`src/rtl/dec_div.sv`:
```
module dec_div #(
  parameter int NW = 63,
  parameter int DW = 33,
  parameter int QW = 31
) (
  input  logic          clk,
  input  logic          en,
  input  logic [NW-1:0] num,
  input  logic [DW-1:0] den,
  output logic [QW-1:0] quo
);

  // restoring division, one quotient bit per stage; num >> QW must be below den

  logic [DW-1:0] rem_r [QW];
  logic [QW-1:0] low_r [QW];
  logic [DW-1:0] den_r [QW];
  logic [QW-1:0] quo_r [QW];

  for (genvar k = 0; k < QW; k++) begin : g_step
    logic [DW-1:0] rin;
    logic [QW-1:0] lin;
    logic [DW-1:0] din;
    logic [QW-1:0] qin;
    logic [QW-1:0] qnxt;
    logic [DW:0]   wide;
    logic [DW:0]   diff;
    logic          take;

    if (k == 0) begin : g_first
      assign rin = DW'(num[NW-1:QW]);
      assign lin = num[QW-1:0];
      assign din = den;
      assign qin = '0;
    end else begin : g_next
      assign rin = rem_r[k-1];
      assign lin = low_r[k-1];
      assign din = den_r[k-1];
      assign qin = quo_r[k-1];
    end

    assign wide = {rin, lin[QW-1-k]};
    assign take = wide >= {1'b0, din};
    assign diff = wide - {1'b0, din};

    always_comb begin
      qnxt = qin;
      qnxt[QW-1-k] = take;
    end

    always_ff @(posedge clk) begin
      if (en) begin
        rem_r[k] <= take ? diff[DW-1:0] : wide[DW-1:0];
        low_r[k] <= lin;
        den_r[k] <= din;
        quo_r[k] <= qnxt;
      end
    end
  end

  assign quo = quo_r[QW-1];

endmodule

```
`config.mk`:
```
export PLATFORM = sky130hd
export DESIGN_NAME = dec_div
export DESIGN_NICKNAME = d
export VERILOG_FILES = /design/src/rtl/dec_div.sv
export SDC_FILE = /design/constraint.sdc
export NUM_CORES = 2
export LEC_CHECK = 0
export BUFFER_PORTS_ARGS = -buffer_cell sky130_fd_sc_hd__buf_2
export CAP_MARGIN = 20
export CORE_AREA = 2 2 493 495
export CTS_CLUSTER_SIZE = 8
export DETAILED_ROUTE_END_ITERATION = 6
export DIE_AREA = 0 0 495 497
export GPL_TIMING_DRIVEN = 0
export PLACE_DENSITY = 0.84
export SYNTH_ARGS = -nofsm -noshare
export SYNTH_HDL_FRONTEND = slang
export SYNTH_SLANG_ARGS = --single-unit
```
`constraint.sdc`:
```
create_clock -name clk -period 5.11 [get_ports clk]
set_input_delay 1.022 -clock clk [delete_from_list [all_inputs] [get_ports clk]]
set_output_delay 1.022 -clock clk [all_outputs]
set_load 0.01 [all_outputs]
```
# Word-level counts from Yosys, hierarchy flattened

Memories as Yosys holds them, arrays and structs flattened.
Cells that the tools add are included.

Add/subtract/negate cells: 31
Order comparisons: 31
Multiplexer cells: 33

Operators with widths:

| cell                                                           | count |
|---|---|
| 33-bit two-way mux                                             | 31 |
| 33-bit subtractor                                              | 31 |
| 34-bit by 33-bit greater-or-equal comparator with 1-bit output | 30 |
| 33-bit greater-or-equal comparator                             | 1 |
| 1-bit two-way mux                                              | 2 |

Flip-flop bits (word level): 0
Memory bits (writable): 3968
Bits of input ports: 98
Output and inout port bits: 31
Logic and storage cells: 99
Memories: 4

Memory list:

| memory | depth | width | read ports | clocked after memory_dff | wr ports | line | source |
|---|---|---|---|---|---|---|---|
| den_r  | 31    | 33    | 30         | 0                        | 31       | 17   | `logic [DW-1:0] den_r [QW];` |
| rem_r  | 31    | 33    | 30         | 0                        | 31       | 15   | `logic [DW-1:0] rem_r [QW];` |
| low_r  | 31    | 31    | 30         | 0                        | 31       | 16   | `logic [QW-1:0] low_r [QW];` |
| quo_r  | 31    | 31    | 31         | 0                        | 31       | 18   | `logic [QW-1:0] quo_r [QW];` |

# Depth between registers and ports, before layout

An unclocked memory read counts as a cell.

Word-level depth: 3
Gate-level depth with buffers: 16
Mapped depth without buffers: 15

# Worst setup path after synthesis

Ideal clock, no wire load.

Path type: reg2reg
From: memory low_r[11][18] (netlist: low_r[0][359])
To: memory rem_r[12][25] (netlist: rem_r[0][421]) (data pin)
Library setup time: 260 ps
Data arrival time: 3544 ps
Required time: 4850 ps
Setup slack: 1306 ps
Cell stages (with the launch flop): 16
Buffers on the path: 1
Period minus slack after synthesis: 3804 ps
Cell sequence: edfxtp_1 -> inv_1 -> ha_1 -> inv_1 -> fa_1 -> a21o_1 -> a21oi_2 -> o221ai_2 -> nand3_1 -> a211oi_1 -> or4_4 -> a21o_1 -> a21o_1 -> a211oi_4 -> buf_6 -> mux2_2

RTL lines:

| item               | line |
|---|---|
| start: declaration | 16 |
| end: declaration   | 15 |

==> out/metrics.cfg <==
[critical_path]
start_kind = register
rrSetupSlack_ns = 0.02
r2r_cells = 15
path_class = register to register
cp.arrival_ns = 5.67
rr_startpoint = low_r[1][163]
critPathRequiredTime_ns = 5.70
crit_fanout = 10
end_kind = register
worstReg2RegEnd = rem_r[1][226]

[final_layout]
nNetsFinal = 14444
drive_gt1_share_pct = 9.18
final_common_cell = edfxtp_1
final_cell_mix = 2941 x edfxtp_1, 1307 x inv_1, 1062 x a21oi_1, 1023 x ha_1, 770 x nand2_1
areaGrowthSynthToFinish_pct = 10.6
final_cell_area_um2 = 170000
stdcell_count = 16513

[timing]
tightest_slew_ns = 1.24
fin_tns_setup_ns = 0
finClkSkew_ns = 0.117
fin_crit_sh_pct = 99.5
hold_viol_final = 0
finalMaxSlewViolations = 0
fmax_mhz = 197
setup_violations = 0
slew_headroom_pct = 16.7
min_period_ns = 5.09
hold_ws_ns = 0.194

[clocking]
cts_hold_buf = 0
cts_tree = done
clkTransAtPathRegs_ns = 0.06
root_buffer = clkbuf_16
insertion_delay_ns = 0.97
cts_buffers = 418
cts.sinks = 2941
clk_path_buf_depth = 4
htreeDepth = 5

[power]
ir_drop_mv = 0.507
total_power_uw = 113000
power_density_nw_per_um2 = 666
p_leak_uw = 0.0688

[routing]
avgViaCountPerCell = 6.25
wl_per_cell_um = 23.3
via_count = 103205
first_pass_iters = 7
drc = 2
routed_wl_um = 385000
drtIter0Drc = 11128
ant_nets = 0

[min_path]
hold_path.startpoint = num[4]
hold_path_class = primary input to register
holdPathStages = 1
hold_end = low_r[0][4]

[logic_synthesis]
synth_area_um2 = 154000
syn_avg_cell_area_um2 = 12.1
synth_ff_type = edfxtp_1
ys_warn_count = 0
synthArstFlopShare_pct = 0
synth_edf_count = 2941
synth_cells = 12718
ys_seq_elements = 2941
synth_nets = 13869
synth_cell_types = 94
ys_seq_area_share_pct = 57.5

[place]
dp_hpwl_um = 277000
port_buffers = 128
gp_congestion = 0.975
dpl_cell_area_um2 = 159000
placedCellCount = 16049

[status]
status = finished with violations
violations = DRC

[floorplanning]
num_rows = 180
pin_count = 129
dieWidth_um = 495
floorplan.initialDensity_pct = 64.0
die_y_um = 497
die_area_um2 = 246000
core_area_um2 = 240000

[flow_run]
maxCapViolCount = 0

[global_routing]
antenna_found_initial = 11
grt_overflow = 0
grt_pass1_wl_um = 588000
grt_start_max_net_pins = 198
grt_pass1_vias = 102202
grt_usage_pct = 30.8

==> area by class of cell <==
class | instances | area (um2)
sequential | 2941 | 88300
fill | 16275 | 70300
multi-input combinational | 8181 | 59200
clock buffer | 431 | 10600
inverter | 1309 | 4910
tap | 3185 | 3990
timing repair buffer | 156 | 1270
buffer | 286 | 1180
clock inverter | 13 | 259
antenna | 11 | 27.5
==> synth_stat cells (33+ instances only) <==
master	instances	area (um2)
edfxtp_1	2941	88300
inv_1	1307	4910
a21oi_1	1062	5320
ha_1	1023	12800
nand2_1	770	2890
o21ai_0	681	3410
nor2_1	656	2460
a21o_1	586	4400
xnor2_1	509	4460
mux2_2	466	5250
xor2_1	337	2950
clkbuf_1	214	803
nand3_1	208	1040
nand4_1	154	963
o21bai_1	126	946
nor2b_1	123	769
o21a_1	119	893
nor3_1	113	566
a31oi_1	110	688
nand2b_1	106	663
a211oi_1	86	646
and3_1	82	513
o31ai_1	70	526
o211ai_1	56	420
and2_1	47	294
buf_2	47	235
a211o_1	36	315
or3_1	35	219
nor4_1	33	206
or2_2	33	206
==> worst max-delay path by stage <==
stage	from	to
2_1_floorplan	low_r[0][359]	rem_r[0][421]
3_3_place_gp	en	den_r[1][438]
3_5_place_dp	en	den_r[1][438]
4_1_cts	low_r[0][149]	rem_r[0][196]
5_1_grt	low_r[1][133]	rem_r[1][193]
6_report	low_r[1][163]	rem_r[1][226]
==> worst max-delay path: stages, from the launching register on <==
cell and delay (ns):
edfxtp_1 0.32, inv_1 0.06, ha_1 0.23, inv_1 0.11
fa_1 0.28, a21oi_1 0.12, o21ai_0 0.53, a21oi_1 0.21
o21bai_1 0.46, a31o_2 0.33, a211oi_1 0.13, nor2_1 0.19
clkdlybuf4s15_1 0.72, buf_2 0.48, mux2i_1 0.24, nand3_1 0.25
==> logic make-up (layout without fill, tap and decap cells) <==
kind of cell	after synthesis	in the layout	synth area share, %
AOI/OAI and AO/OA	3306	3306	13.6
xor gates and xnor gates	846	846	4.83
adders and majority gates	1053	1053	8.73
buffers and inverters	1596	2195	3.95
DFF	2941	2941	57.5
muxes	518	518	3.77
other	0	11	0
and+or+nand+nor	2458	2458	7.57
==> layer usage <==
metal / wire [um] / track usage [%]
met5: 0 / 0
met4: 17600 / 13.0
met3: 27000 / 4.76
met2: 187000 / 51.5
met1: 153000 / 40.0
==> where the power goes <==
group	switching, uW	total (uW)	internal [uW]
combinational	29100	50100	21000
clock	9640	24000	14400
sequential	3900	38900	35000
total	42600	113000	70400
==> repair_timing <==
action	4_1_cts	5_1_grt
buffers inserted	0	2
pin swaps	0	1
resized for setup	8	23
setup endpoints to repair	234	325
cloned	1	1
==> flip-flops by register name, indices dropped and copies added, names as in the netlist <==
signal / count
den_r: 990
rem_r: 990
quo_r: 496
low_r: 465
==> per-stage QoR <==
step / setup slack (ns) / utilization [%]
after detailed placement: -1.08 / 66.1
after global placement: -40.51 / 65.9
final: 0.0246 / 70.7
after floorplan: 1.31 / -
after CTS: 0.00162 / 70.6
after global routing: -0.0555 / 70.7
Power figures use the tool's default switching activity.
