<file path="config.mk">
export PLATFORM = sky130hd
export DESIGN_NAME = dec_delay
export DESIGN_NICKNAME = d
export VERILOG_FILES = /design/src/rtl/dec_delay.sv
export SDC_FILE = /design/constraint.sdc
export NUM_CORES = 1
export LEC_CHECK = 0
export BUFFER_PORTS_ARGS = -buffer_cell sky130_fd_sc_hd__buf_4
export CAP_MARGIN = 20
export CORE_MARGIN = 3
export CORE_UTILIZATION = 41
export DETAILED_ROUTE_END_ITERATION = 12
export PLACE_DENSITY_LB_ADDON = 0.2
export SYNTH_ARGS = -nofsm -noshare
export SYNTH_HDL_FRONTEND = slang
export SYNTH_SLANG_ARGS = --single-unit
</file>
<file path="constraint.sdc">
create_clock -name clk -period 0.8 [get_ports clk]
set_input_delay 0 -clock clk [delete_from_list [all_inputs] [get_ports clk]]
set_output_delay 0 -clock clk [all_outputs]
set_load 0.05 [all_outputs]
</file>
<file path="src/rtl/dec_delay.sv">
module dec_delay #(
  parameter int W = 8,
  parameter int N = 2
) (
  input  logic         clk,
  input  logic         en,
  input  logic [W-1:0] d,
  output logic [W-1:0] q
);

  logic [W-1:0] pipe_r [N];

  always_ff @(posedge clk) begin
    if (en) begin
      pipe_r[0] <= d;
      for (int i = 1; i < N; i++) begin
        pipe_r[i] <= pipe_r[i-1];
      end
    end
  end

  assign q = pipe_r[N-1];

endmodule

</file>
# After elaboration in Yosys (flattened, before gate mapping)
# Memory sizes are Yosys's and may differ from the RTL's.
# Index checks and enable logic that the tools add are counted.
dict set report word_totals {
  regBits 0
  mem_bits_rw 16
  in_bits 10
  output_inout_bits 8
  wordCells 3
  mem_count 1
}
# memory words word_bits rd rd_ports_with_merged_regs wr line
set mem_list {}
lappend mem_list {pipe_r 2 8 2 0 2 11} ;# logic [W-1:0] pipe_r [N];
dict set report op_classes {
  muxes 2
}
# operator count
set op_table {}
lappend op_table {{$mux W1} 2}

# Longest topological paths before layout
# Gate-level depths: netlist (run 1).
dict set report depth {
  ltp_word 2
  mapped_depth 1
}

# Least setup slack after synthesis (run 1)
# OpenSTA, ideal clock, no wires.
dict set report synth_path {
  kind {register to register}
  startpoint {memory pipe_r[0][2]}
  endpoint {memory pipe_r[1][2], in the netlist pipe_r[0][10], data pin}
  t_arrival_ps 323
  slack_ps 211
  stages_incl_launch_ff 1
  path_buffers 0
  cell_sequence {edfxtp_1}
}
# element line
set synth_rtl {}
lappend synth_rtl {{start, declared} 11}

==> summary.md, run 1 <==
| Metric | Value |
|---|---|
| Status | `finished, violations left` |
| Failing checks | `setup timing` |
| CP bufs+invs | `1` |
| Switching power | `370 uW` |
| Number of remaining DRC errors | `0` |
| Sw frac | `22.5%` |
| Yosys cell types | `2` |
| Total CTS buffers | `3` |
| Initial Util | `46.2%` |
| Hold crit path type | `in -> reg` |
| Setup TNS | `-0.204 ns` |
| Clock power share | `24.5%` |
| All-layer global routing usage | `8.87%` |
| Worst VDD drop | `1290 uV` |
| Multi-input comb cells | `0` |
| Final Non-Filler Cells | `59` |
| Static leakage | `0.297 nW` |
| Slew HR | `87.3%` |
| Detail-routed net length per standard cell | `10.4 um` |
| Max-slew violation count | `0` |
| Critical path class | `reg -> out` |
| Sequential-to-total area share from yosys stat | `88.9%` |
| Ranking of synthesized cells by area | `edfxtp_1 89%, buf_4 11%` |
| RSZ-0062 raised after global routing | `true` |
| Biggest regs | `pipe_r (16)` |
| Global-route met1 utilization | `7.67%` |
| Worst Setup SP | `pipe_r[0][15]` |
| Post-Syn Area per Cell | `22.5 um2` |
| Max reg flops | `16` |
| Clock Latency Late Sink | `0.27 ns` |
| Finished Core Util | `65.1%` |
| Vias/cell | `4.27` |
| Met2 Use GR | `13.7%` |
| Antenna violations before repair | `0` |
| Root buf cell | `clkbuf_4` |
| Mapped Cells | `24` |
| First-pass GRT wire length | `1060 um` |
| Worst EP required | `0.80 ns` |
| Ordered list of cells on the worst path | `buf_6` |
| Final WS setup | `-0.0333 ns` |
| Gr busiest metal | `met2` |
| Crit path largest cell delay | `0.39 ns` |
| Nets | `56` |
| Die area | `0.00179 mm2` |
| CTS Buffer Depth | `2` |
| Met3 usage | `4.72%` |
| Crit share post-route | `104%` |
| Fraction of layout cells with a size suffix above 1 | `44.4%` |
| Detailed router's first-iteration violation count | `5` |
| Die H | `42.3 um` |
| Register bit total from synthesis | `16` |
| Reg-to-Reg Start | `pipe_r[0][7]` |
| Total Wirelength | `613 um` |
| Area taken by multi-input logic gates | `0 um2` |
| Crit path launch type | `flip-flop` |
| Biggest area consumer among synthesized cells | `edfxtp_1` |
| Htree depth | `1` |
| Area grow syn2layout | `41.0%` |
| Vias in the first global route | `236` |
| Worst R2R Setup Slack | `0.16 ns` |
| Critical path endpoint | `q[7]` |
| Pwr dens | `2160 mW/mm2` |
| Worst Tran Pin Value | `0.190 ns` |
| Final GP Congestion | `0.609` |
| Design Power | `1.65 mW` |
| Mapped Area | `541 um2` |
| GRT overflow | `0` |
| CP Max Fanout | `1` |
| Cell count after placement | `47` |
| Worst R2R Path Depth | `0` |
| IO Pins | `18` |
| Int Pwr | `1.28 mW` |
| # diodes | `0` |
| Top cell type's share of synthesized area | `88.9%` |
| Clk sink count | `16` |
| Hold Fails Final Rpt | `0` |
| Via count | `252` |
| Fmax | `1200 MHz` |
| Logic gate share of total power | `13.9%` |
| CP endpoint kind | `output pin` |
| Top reg by flops | `pipe_r` |
| Sequential share of power | `61.6%` |
| Port-buffer cells | `17` |
| Crit path max-delay family | `flip-flops` |
| Core ar. | `0.00117 mm2` |
| Chip Width | `42.3 um` |
| Worst r2r dst | `pipe_r[0][15]` |
| Drt first pass iters | `2` |
| Max-cap violation count | `0` |
| Minimum clock period | `0.833 ns` |
| Reg clk slew, reported paths | `0.08 ns` |
| CTS tree | `yes` |
| Levels on crit path | `1` |
| Largest net degree at the start of global routing | `17` |
| Slowest library cell on the worst path | `edfxtp_1` |
| Synth warnings | `0` |
| Final setup vio count | `8` |
| Final ANT Viol Nets | `0` |
| Critical path data arrival time | `0.83 ns` |
| Syn Nets | `34` |
| # rows | `12` |
| Clock skew | `0.00281 ns` |
[layout by cell type, fill, tap and decap left out, drive strengths merged]
| master | netlist | final |
|---|---|---|
| clkinv | 0 | 1 |
| edfxtp | 16 | 16 |
| buf | 8 | 17 |
| clkbuf | 0 | 3 |
| dlygate4sd3 | 0 | 8 |
[kinds of logic (layout without fill, tap and decap cells)]
logic type,count (synthesis),after routing,share of synthesized area (%)
DFF,16,16,88.9
buffers and inverters,8,29,11.1
[area by class of cell]
class | count | area [um2]
clock inverters | 1 | 3.75
repair buffers | 25 | 238
well taps | 14 | 17.5
clock buffers | 3 | 22.5
fillers | 89 | 409
flip-flops and latches | 16 | 480
[synth_stat cells]
cell	instances
buf_4	8
edfxtp_1	16
[stage by stage]
stage / setup slack (ns) / cell area, um2 / hold WS [ns]
6_report: -0.0333 / 762 / 0.0818
5_1_grt: -0.0917 / 762 / 0.0672
4_1_cts: -0.0489 / 762 / 0.0791
3_5_place_dp: 0.155 / 626 / 0.179
3_3_place_gp: 0.203 / 626 / 0.178
2_1_floorplan: 0.211 / 541 / 0.0989
[timing repair]
action / CTS / global route
hold endpoints to repair: 8 / 0
setup buffers: 0 / 0
pin swaps: 0 / 0
endpoints found under the setup margin: 8 / 8
hold buffers: 8 / 0
resized for setup: 8 / 0
[layer usage]
layer / up-vias / routed length, um
met1: 108 / 225
li1: 123 / -
met3: 2 / 77
met2: 19 / 295
met4: 0 / 16
met5: - / 0
[power by group through the flow]
stage / Sequential [mW] / Clock (mW) / Combinational [mW]
final: 1.01 / 0.403 / 0.229
after CTS: 1.01 / 0.420 / 0.231
after global placement: 1.02 / 0 / 0.181
after global routing: 1.02 / 0.479 / 0.238
after floorplan: 1.02 / 0 / 0.134
after detailed placement: 1.03 / 0 / 0.185
[worst min-delay path by stage]
| stage | start | endpoint | cells after the start |
|---|---|---|---|
| 5_1_grt | en | pipe_r[0][5] | 1 |
| 4_1_cts | en | pipe_r[0][5] | 1 |
| 6_report | en | pipe_r[0][6] | 1 |
| 3_5_place_dp | d[6] | pipe_r[0][6] | 1 |
| 2_1_floorplan | d[0] | pipe_r[0][0] | 0 |
| 3_3_place_gp | d[1] | pipe_r[0][1] | 1 |
Note: power is estimated with default switching activity, not from simulation.
==> run 2: changes to the inputs <==
--- a/config.mk
+++ b/config.mk
@@ -7,8 +7,10 @@
 export LEC_CHECK = 0
 export BUFFER_PORTS_ARGS = -buffer_cell sky130_fd_sc_hd__buf_4
 export CAP_MARGIN = 20
+export CELL_PAD_IN_SITES_DETAIL_PLACEMENT = 1
+export CELL_PAD_IN_SITES_GLOBAL_PLACEMENT = 2
 export CORE_MARGIN = 3
-export CORE_UTILIZATION = 41
+export CORE_UTILIZATION = 29
 export DETAILED_ROUTE_END_ITERATION = 12
 export PLACE_DENSITY_LB_ADDON = 0.2
 export SYNTH_ARGS = -nofsm -noshare
==> run 2 against run 1 <==
  * The run still ends with setup timing left
  * Routed wire length up 12%
  * Register-to-register slack better by 0.02 ns
  * Critical path depth unchanged
  * Worst setup slack worse by 0.0018 ns
  * Clock skew up 0.0010 ns
  * Flip-flop and latch count unchanged
  * Sequential power about the same
  * Combinational power about the same
==> summary.md, run 2 (synthesized netlist as in run 1, its figures left out) <==
| Metric | Value |
|---|---|
| Status | `finished, violations left (unchanged)` |
| Failing checks | `setup timing (unchanged)` |
| Vias in the first global route | `269 (was 236)` |
| Switching power | `355 uW (was 370 uW)` |
| Fmax | `1200 MHz (about the same)` |
| CP bufs+invs | `1 (unchanged)` |
| Clk sink count | `16 (unchanged)` |
| All-layer global routing usage | `6.67% (was 8.87%)` |
| Ordered list of cells on the worst path | `buf_6 (unchanged)` |
| Via count | `251 (was 252)` |
| Critical path data arrival time | `0.84 ns (was 0.83 ns)` |
| Logic gate share of total power | `14.3% (was 13.9%)` |
| Int Pwr | `1.27 mW (was 1.28 mW)` |
| Port-buffer cells | `17 (unchanged)` |
| Pwr dens | `2110 mW/mm2 (was 2160 mW/mm2)` |
| Sw frac | `21.8% (was 22.5%)` |
| IO Pins | `18 (unchanged)` |
| Final ANT Viol Nets | `0 (unchanged)` |
| FF/Latch Area | `480 um2 (unchanged)` |
| Sequential share of power | `62.4% (was 61.6%)` |
| CP Max Fanout | `1 (unchanged)` |
| First-pass GRT wire length | `1150 um (was 1060 um)` |
| Nets | `56 (unchanged)` |
| Slowest library cell on the worst path | `edfxtp_1 (unchanged)` |
| Setup TNS | `-0.201 ns (was -0.204 ns)` |
| Final GP Congestion | `0.601 (was 0.609)` |
| Crit path launch type | `flip-flop (unchanged)` |
| Initial Util | `33.2% (was 46.2%)` |
| GRT overflow | `0 (unchanged)` |
| Antenna violations before repair | `0 (unchanged)` |
| Htree depth | `1 (unchanged)` |
| Post-CTS Setup Bufs | `0 (unchanged)` |
| Multi-input comb cells | `0 (unchanged)` |
| Clock Latency Late Sink | `0.27 ns (about the same)` |
| Detail-routed net length per standard cell | `10.1 um (was 10.4 um)` |
| Hold Fails Final Rpt | `0 (unchanged)` |
| Clock power share | `23.3% (was 24.5%)` |
| Worst Tran Pin Value | `0.195 ns (was 0.190 ns)` |
| Vias/cell | `3.69 (was 4.27)` |
| Largest net degree at the start of global routing | `17 (unchanged)` |
| Detailed router's first-iteration violation count | `1 (was 5)` |
| Static leakage | `0.295 nW (was 0.297 nW)` |
| CTS Buffer Depth | `2 (unchanged)` |
| Total CTS buffers | `3 (unchanged)` |
| CTS tree | `yes (unchanged)` |
| Area grow syn2layout | `42.6% (was 41.0%)` |
| Die H | `49.2 um (was 42.3 um)` |
| Design Power | `1.62 mW (was 1.65 mW)` |
| Drt first pass iters | `2 (unchanged)` |
| Die area | `0.00242 mm2 (was 0.00179 mm2)` |
| Slew HR | `87.0% (was 87.3%)` |
| CP endpoint kind | `output pin (unchanged)` |
| Max-slew violation count | `0 (unchanged)` |
| Critical path class | `reg -> out (unchanged)` |
| Top reg by flops | `pipe_r (unchanged)` |
| Crit path max-delay family | `flip-flops (unchanged)` |
| Number of remaining DRC errors | `0 (unchanged)` |
| Core ar. | `0.00163 mm2 (was 0.00117 mm2)` |
| Commonest non-fill, non-tap cells in the layout | `16 x edfxtp_1, 9 x buf_4, 8 x dlygate4sd3_1, 8 x buf_6, 3 x clkbuf_4 (unchanged)` |
| Most common cell after layout, fill and taps aside | `edfxtp_1 (unchanged)` |
| Hold crit path type | `in -> reg (unchanged)` |
| Total Wirelength | `688 um (was 613 um)` |
| Minimum clock period | `0.835 ns (was 0.833 ns)` |
| Area taken by multi-input logic gates | `0 um2 (unchanged)` |
| Biggest regs | `pipe_r (16) (unchanged)` |
| Chip Width | `49.2 um (was 42.3 um)` |
| Final setup vio count | `8 (unchanged)` |
| Max-cap violation count | `0 (unchanged)` |
| RSZ-0062 raised after global routing | `true (unchanged)` |
| Finished Core Util | `47.3% (was 65.1%)` |
| Worst VDD drop | `1090 uV (was 1290 uV)` |
| Clock skew | `0.00382 ns (was 0.00281 ns)` |
| Worst EP required | `0.80 ns (about the same)` |
| Final WS setup | `-0.0352 ns (was -0.0333 ns)` |
| Fraction of layout cells with a size suffix above 1 | `45.5% (was 44.4%)` |
| # diodes | `0 (unchanged)` |
| # rows | `14 (was 12)` |
| Reg clk slew, reported paths | `0.08 ns (about the same)` |
| Crit share post-route | `104% (about the same)` |
| Fillers | `160 (was 89)` |
| DP Worst Slack | `0.177 ns (was 0.155 ns)` |
| Crit path largest cell delay | `0.40 ns (was 0.39 ns)` |
| Max reg flops | `16 (unchanged)` |
| Root buf cell | `clkbuf_4 (unchanged)` |
run 2: power by group through the flow:
stage / registers [mW] / logic [mW] / clock network (mW)
floorplan: 1.02 / 0.134 / 0
global placement: 1.02 / 0.182 / 0
detailed placement: 1.03 / 0.185 / 0
CTS: 1.01 / 0.231 / 0.402
global route: 1.02 / 0.241 / 0.458
finish: 1.01 / 0.231 / 0.379
run 2: routing by layer:
layer	track usage [%]	part of all wire, %	up-vias	wire length (um)
li1	-	-	122	-
met1	6.77	38	111	264
met2	9.60	47	18	326
met3	3.98	14	0	97
met4	5.69	0	0	0
met5	0	0	-	0
run 2: final cells by class:
cell class	instances	area share, %
tap	24	3.90
clock buffer	3	2.92
timing repair buffer	25	30.8
sequential	16	62.3
run 2: repair_timing:
| item | 4_1_cts | 5_1_grt |
|---|---|---|
| hold endpoints to repair | 8 | 0 |
| gates resized for setup | 8 | 0 |
| hold buffers | 8 | 0 |
| setup endpoints to repair | 8 | 8 |
run 2: path summary, 6_finish.rpt:
check / start / endpoint / slack [ns] / cells past startpoint
worst max-delay path: pipe_r[0][10] / q[2] / -0.04 / 1
worst min-delay path: en / pipe_r[0][4] / 0.09 / 1
worst min register to register: pipe_r[0][1] / pipe_r[0][9] / 0.42 / 0
worst max register to register: pipe_r[0][5] / pipe_r[0][13] / 0.18 / 0
run 2: stage by stage:
step | instances | instance area [um2] | hold WS (ns)
2_1_floorplan | 24 | 541 | 0.0989
3_3_place_gp | 57 | 638 | 0.179
3_5_place_dp | 57 | 638 | 0.180
4_1_cts | 68 | 771 | 0.0869
5_1_grt | 68 | 771 | 0.0717
6_report | 68 | 771 | 0.0938
